`config.mk`:
```
export PLATFORM = sky130hd
export DESIGN_NAME = rgb_brightness_contrast_saturation_top
export DESIGN_NICKNAME = d
export VERILOG_FILES = /design/src/rtl/core/bcs_pkg.sv /design/src/rtl/core/rgb_brightness_contrast_saturation_top.sv /design/src/rtl/core/bcs_lane.sv /design/src/rtl/core/bcs_merge.sv
export SDC_FILE = /design/constraint.sdc
export NUM_CORES = 2
export LEC_CHECK = 0
export BUFFER_PORTS_ARGS = -buffer_cell sky130_fd_sc_hd__buf_4
export CAP_MARGIN = 30
export CORE_ASPECT_RATIO = 1.1
export CORE_MARGIN = 10
export CORE_UTILIZATION = 57
export CTS_BUF_LIST = sky130_fd_sc_hd__clkbuf_8
export CTS_CLUSTER_DIAMETER = 50
export CTS_CLUSTER_SIZE = 30
export DETAILED_ROUTE_END_ITERATION = 7
export GPL_TIMING_DRIVEN = 0
export PLACE_DENSITY = 0.86
export REMOVE_ABC_BUFFERS = 1
export SETUP_SLACK_MARGIN = 0.3
export SLEW_MARGIN = 5
export SYNTH_ARGS = -nofsm -noshare
export SYNTH_HDL_FRONTEND = slang
export SYNTH_SLANG_ARGS = --single-unit
```
`constraint.sdc`:
```
create_clock -name clk -period 7.45 [get_ports clk]
set_input_delay 1.49 -clock clk [delete_from_list [all_inputs] [get_ports clk]]
set_output_delay 1.49 -clock clk [all_outputs]
set_load 0.005 [all_outputs]
```
`src/rtl/core/bcs_pkg.sv`:
```
// Shared types and constants for the RGB brightness, contrast and saturation block.
// Depends on nothing; every other file in rtl/core imports it.
package bcs_pkg;

  localparam int ChanW   = 8;
  localparam int OffsetW = 17;
  localparam int GainW   = 10;
  localparam int Gain2W  = 2 * GainW;
  localparam int LumaW   = 24;
  localparam int IndexW  = 2;
  localparam int CfgW    = OffsetW;

  localparam logic [15:0] LUMA_WR = 16'd19595;
  localparam logic [15:0] LUMA_WG = 16'd38470;
  localparam logic [15:0] LUMA_WB = 16'd7471;

  localparam logic [OffsetW-1:0] OFFSET_RESET = '0;
  localparam logic [GainW-1:0]   GAIN_RESET   = 10'd256;

  typedef enum logic [IndexW-1:0] {
    REG_BRIGHTNESS = 2'd0,
    REG_CONTRAST   = 2'd1,
    REG_SATURATION = 2'd2
  } cfg_reg_t;

  typedef struct packed {
    logic [ChanW-1:0] red_in;
    logic [ChanW-1:0] green_in;
    logic [ChanW-1:0] blue_in;
    logic             frame_end_in;
  } pixel_t;

  typedef struct packed {
    logic [ChanW-1:0] red_out;
    logic [ChanW-1:0] green_out;
    logic [ChanW-1:0] blue_out;
    logic             frame_end_out;
  } result_t;

endpackage

```
`src/rtl/core/rgb_brightness_contrast_saturation_top.sv`:
```
// Top level of the RGB brightness, contrast and saturation adjuster.
// Instantiates three bcs_lane copies and bcs_merge; depends on bcs_pkg.
//
// Usage:
// An item is one RGB pixel with an end-of-frame mark on pixel. It is taken at
// a rising edge where start is high and busy is low. Busy is a registered copy
// of rst and falls in the cycle after rst falls; then an item can enter every clock.
// Each result is on result for one cycle with done high, once the item has passed the
// registers bright and ch in each lane and g16 and result in bcs_merge.
// Results keep the order of the items.
// The receiver cannot stall; results are never held back.
// Throughput is one item per cycle through the four-stage pipeline:
// brightness, contrast (one multiplier per lane), luma, and saturation
// (one multiplier per channel).
// Registers are written on the cfg channel, which is always ready. Index 0
// is the brightness offset, 1 the contrast gain, 2 the saturation gain;
// other indexes are ignored. The squared contrast gain is registered from the
// stored contrast gain, so it is updated in the cycle after a write.
// Reset clears the pipeline and restores offset 0 and unity gains.
module rgb_brightness_contrast_saturation_top
  import bcs_pkg::*;
(
  input  logic              clk,
  input  logic              rst,
  input  logic              start,
  output logic              busy,
  input  pixel_t            pixel,
  output result_t           result,
  output logic              done,
  input  logic              cfg_valid,
  output logic              cfg_ready,
  input  logic [IndexW-1:0] cfg_index,
  input  logic [CfgW-1:0]   cfg_data
);

  logic                      accept;
  logic                      cfg_write;
  logic signed [OffsetW-1:0] brightness_offset;
  logic [GainW-1:0]          contrast_gain;
  logic [GainW-1:0]          saturation_gain;
  logic [Gain2W-1:0]         c2;
  logic                      valid1;
  logic                      valid2;
  logic                      frame_end1;
  logic                      frame_end2;
  logic [ChanW-1:0]          ch [3];
  logic [ChanW-1:0]          lane_in [3];

  assign accept    = start && !busy;
  assign cfg_ready = 1'b1;
  assign cfg_write = cfg_valid && cfg_ready;

  always_ff @(posedge clk) begin
    busy <= rst;
  end

  always_ff @(posedge clk) begin
    if (rst) begin
      brightness_offset <= OFFSET_RESET;
      contrast_gain     <= GAIN_RESET;
      saturation_gain   <= GAIN_RESET;
    end else if (cfg_write) begin
      case (cfg_index)
        REG_BRIGHTNESS: brightness_offset <= cfg_data;
        REG_CONTRAST:   contrast_gain     <= cfg_data[GainW-1:0];
        REG_SATURATION: saturation_gain   <= cfg_data[GainW-1:0];
        default: begin
        end
      endcase
    end
  end

  always_ff @(posedge clk) begin
    c2 <= Gain2W'(contrast_gain) * Gain2W'(contrast_gain);
  end

  always_ff @(posedge clk) begin
    if (rst) begin
      valid1 <= 1'b0;
      valid2 <= 1'b0;
    end else begin
      valid1 <= accept;
      valid2 <= valid1;
    end
  end

  always_ff @(posedge clk) begin
    frame_end1 <= pixel.frame_end_in;
    frame_end2 <= frame_end1;
  end

  assign lane_in[0] = pixel.red_in;
  assign lane_in[1] = pixel.green_in;
  assign lane_in[2] = pixel.blue_in;

  for (genvar i = 0; i < 3; i++) begin : g_lane
    bcs_lane u_lane (
      .clk    (clk),
      .p      (lane_in[i]),
      .offset (brightness_offset),
      .c2     (c2),
      .ch     (ch[i])
    );
  end

  bcs_merge u_merge (
    .clk       (clk),
    .rst       (rst),
    .valid     (valid2),
    .red       (ch[0]),
    .green     (ch[1]),
    .blue      (ch[2]),
    .frame_end (frame_end2),
    .sat_gain  (saturation_gain),
    .result    (result),
    .done      (done)
  );

  a_latency: assert property (@(posedge clk) disable iff (rst)
    accept |-> ##4 done)
    else $error("item accepted without a result four cycles later");

  a_no_orphan: assert property (@(posedge clk) disable iff (rst)
    done |-> $past(accept, 4))
    else $error("result strobe without a matching item");

  a_busy_reset: assert property (@(posedge clk)
    rst |=> busy && !done)
    else $error("block not held off after reset");

endmodule

```
`src/rtl/core/bcs_lane.sv`:
```
// One color lane: brightness offset and clamp, then contrast scaling and clamp.
// Two register stages. Depends on bcs_pkg.
module bcs_lane
  import bcs_pkg::*;
(
  input  logic                      clk,
  input  logic [ChanW-1:0]          p,
  input  logic signed [OffsetW-1:0] offset,
  input  logic [Gain2W-1:0]         c2,
  output logic [ChanW-1:0]          ch
);

  logic signed [18:0] bv;
  logic [ChanW-1:0]   bright;
  logic [ChanW-1:0]   bright_next;
  logic signed [30:0] d_ext;
  logic signed [30:0] c2_ext;
  logic signed [30:0] prod;
  logic signed [30:0] n;
  logic [ChanW-1:0]   ch_next;

  always_comb begin
    bv = $signed({3'b000, p, 8'h00}) + $signed({{2{offset[OffsetW-1]}}, offset});
    if (bv[18]) begin
      bright_next = '0;
    end else if (bv[17:16] != 2'b00) begin
      bright_next = '1;
    end else begin
      bright_next = bv[15:8];
    end
  end

  always_ff @(posedge clk) begin
    bright <= bright_next;
  end

  always_comb begin
    d_ext  = $signed({22'd0, bright, 1'b0}) - 31'sd255;
    c2_ext = $signed({11'd0, c2});
    prod   = 31'(d_ext * c2_ext);
    n      = prod + 31'sd16711680;
    if (n[30]) begin
      ch_next = '0;
    end else if (n[29:25] != 5'd0) begin
      ch_next = '1;
    end else begin
      ch_next = n[24:17];
    end
  end

  always_ff @(posedge clk) begin
    ch <= ch_next;
  end

endmodule

```
`src/rtl/core/bcs_merge.sv`:
```
// Merging stage: BT.601 luma from the three lanes, then saturation per channel.
// Two register stages with their own valid bits. Depends on bcs_pkg.
module bcs_merge
  import bcs_pkg::*;
(
  input  logic             clk,
  input  logic             rst,
  input  logic             valid,
  input  logic [ChanW-1:0] red,
  input  logic [ChanW-1:0] green,
  input  logic [ChanW-1:0] blue,
  input  logic             frame_end,
  input  logic [GainW-1:0] sat_gain,
  output result_t          result,
  output logic             done
);

  logic             valid_a;
  logic [LumaW-1:0] g16;
  logic [ChanW-1:0] ch_a [3];
  logic             frame_end_a;
  logic [ChanW-1:0] sat [3];

  always_ff @(posedge clk) begin
    if (rst) begin
      valid_a <= 1'b0;
      done    <= 1'b0;
    end else begin
      valid_a <= valid;
      done    <= valid_a;
    end
  end

  always_ff @(posedge clk) begin
    g16 <= LumaW'(red) * LumaW'(LUMA_WR) + LumaW'(green) * LumaW'(LUMA_WG)
         + LumaW'(blue) * LumaW'(LUMA_WB);
    ch_a[0]     <= red;
    ch_a[1]     <= green;
    ch_a[2]     <= blue;
    frame_end_a <= frame_end;
  end

  always_comb begin
    logic signed [36:0] diff;
    logic signed [36:0] prod;
    logic signed [36:0] n;
    for (int i = 0; i < 3; i++) begin
      diff = $signed({13'd0, ch_a[i], 16'h0000}) - $signed({13'd0, g16});
      prod = 37'(diff * $signed({27'd0, sat_gain}));
      n    = prod + $signed({5'd0, g16, 8'h00});
      if (n[36]) begin
        sat[i] = '0;
      end else if (n[35:32] != 4'd0) begin
        sat[i] = '1;
      end else begin
        sat[i] = n[31:24];
      end
    end
  end

  always_ff @(posedge clk) begin
    result.red_out       <= sat[0];
    result.green_out     <= sat[1];
    result.blue_out      <= sat[2];
    result.frame_end_out <= frame_end_a;
  end

endmodule
```
==> metrics.yaml <==
critPathTopFamily: "adder cells"
place_congestion: 0.955
cts_tree: "done"
synth-async-reset-ratio_pct: 0
ys_ff_latch: 177
ys_warn_count: 0
rsz0062_at_grt: "yes"
clk-insertion-delay-late_ps: 700
grtUsageTotal_pct: 26.9
cts_hold_buf: 0
first_pass_iters: 8
grt_overflow: 0
worst_clock_skew_ps: 74.0
seqCellArea_um2: 3600
reg2reg_depth: 27
max-cap-violations: 0
area_growth_pct: 10.3
setup_viol: 25
startpoint: "u_merge.g16[12]"
vias_per_cell: 6.16
period_needed_ps: 9080
max_freq_ghz: 0.110
crit_arrival_ps: 9580
yosysTopAreaCell: "fa_1"
io_pins: 76
hpwl_um: 96700
final_cell_mix: "inv_1, fa_1, ha_1"
layout_commonest_cell: "inv_1"
clock-root-buffer: "clkbuf_8"
whs_path_depth: 0
grt.met3_usage_pct: 7.50
core_region_area_um2: 90700
cts_made_buffers: 17
cp_data_required_time_ps: 7950
critical_path_class: "reg2reg"
cts.sinks: 177
hold_viol: 0
ant_nets: 0
wirelength_um: 163000
reg2reg_to: "u_merge.result[14]"
grt_busiest_layer: "met2"
synth_top_area_share_pct: 42.6
clk_pin_slew_ps: 190
hp-class: "reg2reg"
routedWlPerCell_um: 23.4
synth_cells: 5632
final_util_pct: 63.2
cp_slowest_stage_delay_ps: 940
cp_common_cell: "fa_1"
multi_input_area_um2: 44200
reg2reg_from: "u_merge.g16[12]"
avgSynthCellArea_um2: 9.22
synth_cell_types: 82
grt_start_max_net_pins: 48
cts_buffer_depth: 2
die_w_um: 308
ys.flop_type: "dfxtp_1"
layout-drive-gt1-share_pct: 11.0
grt_pass1_wl_um: 222000
crit_buf_inv: 7
relSlewSlack_pct: 18.6
route.detailed.drc: 368
start_util_pct: 57.3
violations: "design-rule violations, negative setup slack"
synth-edff-count: 0
htree_levels: 4
setup_tns_ps: -24680
vias: 42848
die_h_um: 337
status: "finished, violations left"
drv_slew: 0
dieArea_um2: 104000
antenna_found_initial: 15
period_share_pct: 122
r2r_slack_ps: -1630
end_kind: "register"
rows: 116
fill_cells: 6153
ys_top_cells_by_area: "fa_1, ha_1, inv_1, dfxtp_1, nand2_1"
crit_path_top_delay_cell: "fa_1"
crit_fanout: 5
syn_area_um2: 51900
drt_iter0_drc: 5346
io_buffers: 74
use_met2_pct: 45.8
fin_ws_ps: -1630
ys_seq_area_share_pct: 6.82
grt_pass1_vias: 44404
crit_cells: 27
use_met1_pct: 29.0
crit_end: "u_merge.result[14]"
fin_nets: 7562
worstMarginPinSlew_ps: 1220
worstSetupStartpointType: "register"
==> cell families (layout without fill, tap and decap cells) <==
family | count (synthesis) | count (layout) | synth area share [%]
compound gates | 500 | 500 | 6.41
xor+xnor | 173 | 173 | 3.00
fa+ha+maj | 1768 | 1768 | 58.6
buf+inv | 1574 | 1692 | 11.4
flops | 177 | 177 | 6.82
mux | 31 | 31 | 0.602
other cells | 2 | 24 | 0.0145
simple gates | 1407 | 1407 | 13.2
==> registers in the layout (all words and copies together), names as in the netlist, 9 cells and up <==
name / cells
u_merge.result: 25
g_lane.u_lane.bright: 24
g_lane.u_lane.ch: 24
u_merge.ch_a: 24
u_merge.g16: 24
c2: 19
contrast_gain: 10
saturation_gain: 10
brightness_offset: 9
==> timing repair <==
action | in CTS | in global routing
pin swaps | 100 | 116
cloned | 1 | 0
gates resized for setup | 204 | 173
hold endpoints to repair | 0 | 0
setup endpoints to repair | 51 | 45
setup buffers | 96 | 47
==> area by class of cell <==
class	instances	share of cell area, %
multi-input combinational	3889	77.2
inverter	1412	9.28
sequential	177	6.28
timing repair buffer	249	3.89
tap	1180	2.58
clock buffer	17	0.408
clock inverter	14	0.343
antenna	14	0.0611
==> metrics by stage <==
| step | setup WS (ps) | area, um^2 | std cells | hold WS, ps |
|---|---|---|---|---|
| 2_1_floorplan | -213 | 51400 | 5478 | 310 |
| 3_3_place_gp | -1820 | 53400 | 6732 | 310 |
| 3_5_place_dp | -1980 | 53800 | 6762 | 314 |
| 4_1_cts | 48.5 | 56100 | 6890 | 340 |
| 5_1_grt | -1540 | 57300 | 6945 | 350 |
| 6_report | -1630 | 57300 | 6952 | 338 |
==> worst min-delay path by stage <==
stage / start / slack [ps] / end
2_1_floorplan: frame_end1 / 310 / frame_end2
3_3_place_gp: frame_end2 / 310 / u_merge.frame_end_a
3_5_place_dp: u_merge.frame_end_a / 310 / u_merge.result[0]
4_1_cts: u_merge.frame_end_a / 340 / u_merge.result[0]
5_1_grt: u_merge.frame_end_a / 350 / u_merge.result[0]
6_report: u_merge.frame_end_a / 340 / u_merge.result[0]
==> per-layer routing <==
layer | vias up | share of wire (%)
li1 | 17226 | -
met3 | 1529 | 14
met2 | 3343 | 44
met4 | 26 | 10
met1 | 20724 | 31
met5 | - | 0.38
==> Yosys cell counts, types with 4 or more instances <==
cell and number:
fa_1 1105, a211oi_1 16, o21bai_1 25, dfxtp_1 177
o211a_1 4, nand2_1 639, o21a_1 58, a211o_1 11
o211ai_1 12, nand3b_1 9, ha_1 663, nand2b_1 14
nor3_1 48, a21o_1 50, a31oi_1 30, and4_1 4
o31ai_1 8, o41ai_1 5, a2111oi_0 7, a311oi_1 10
nor3b_1 5, or3_1 18, or2_2 65, a21oi_1 144
a22oi_1 9, inv_1 1409, nand3_1 27, nor2_1 131
nor4_1 9, nand4_1 13, xnor2_1 114, xnor2_2 5
and3_1 20, buf_1 6, nor2b_1 27, o21ai_1 5
a21boi_0 7, mux2i_1 29, clkbuf_1 155, xor2_1 53
and2_1 361, o21ai_0 61
Power is not shown: default switching activity piles up to over one toggle a cycle in this logic, so the estimate is an artifact.
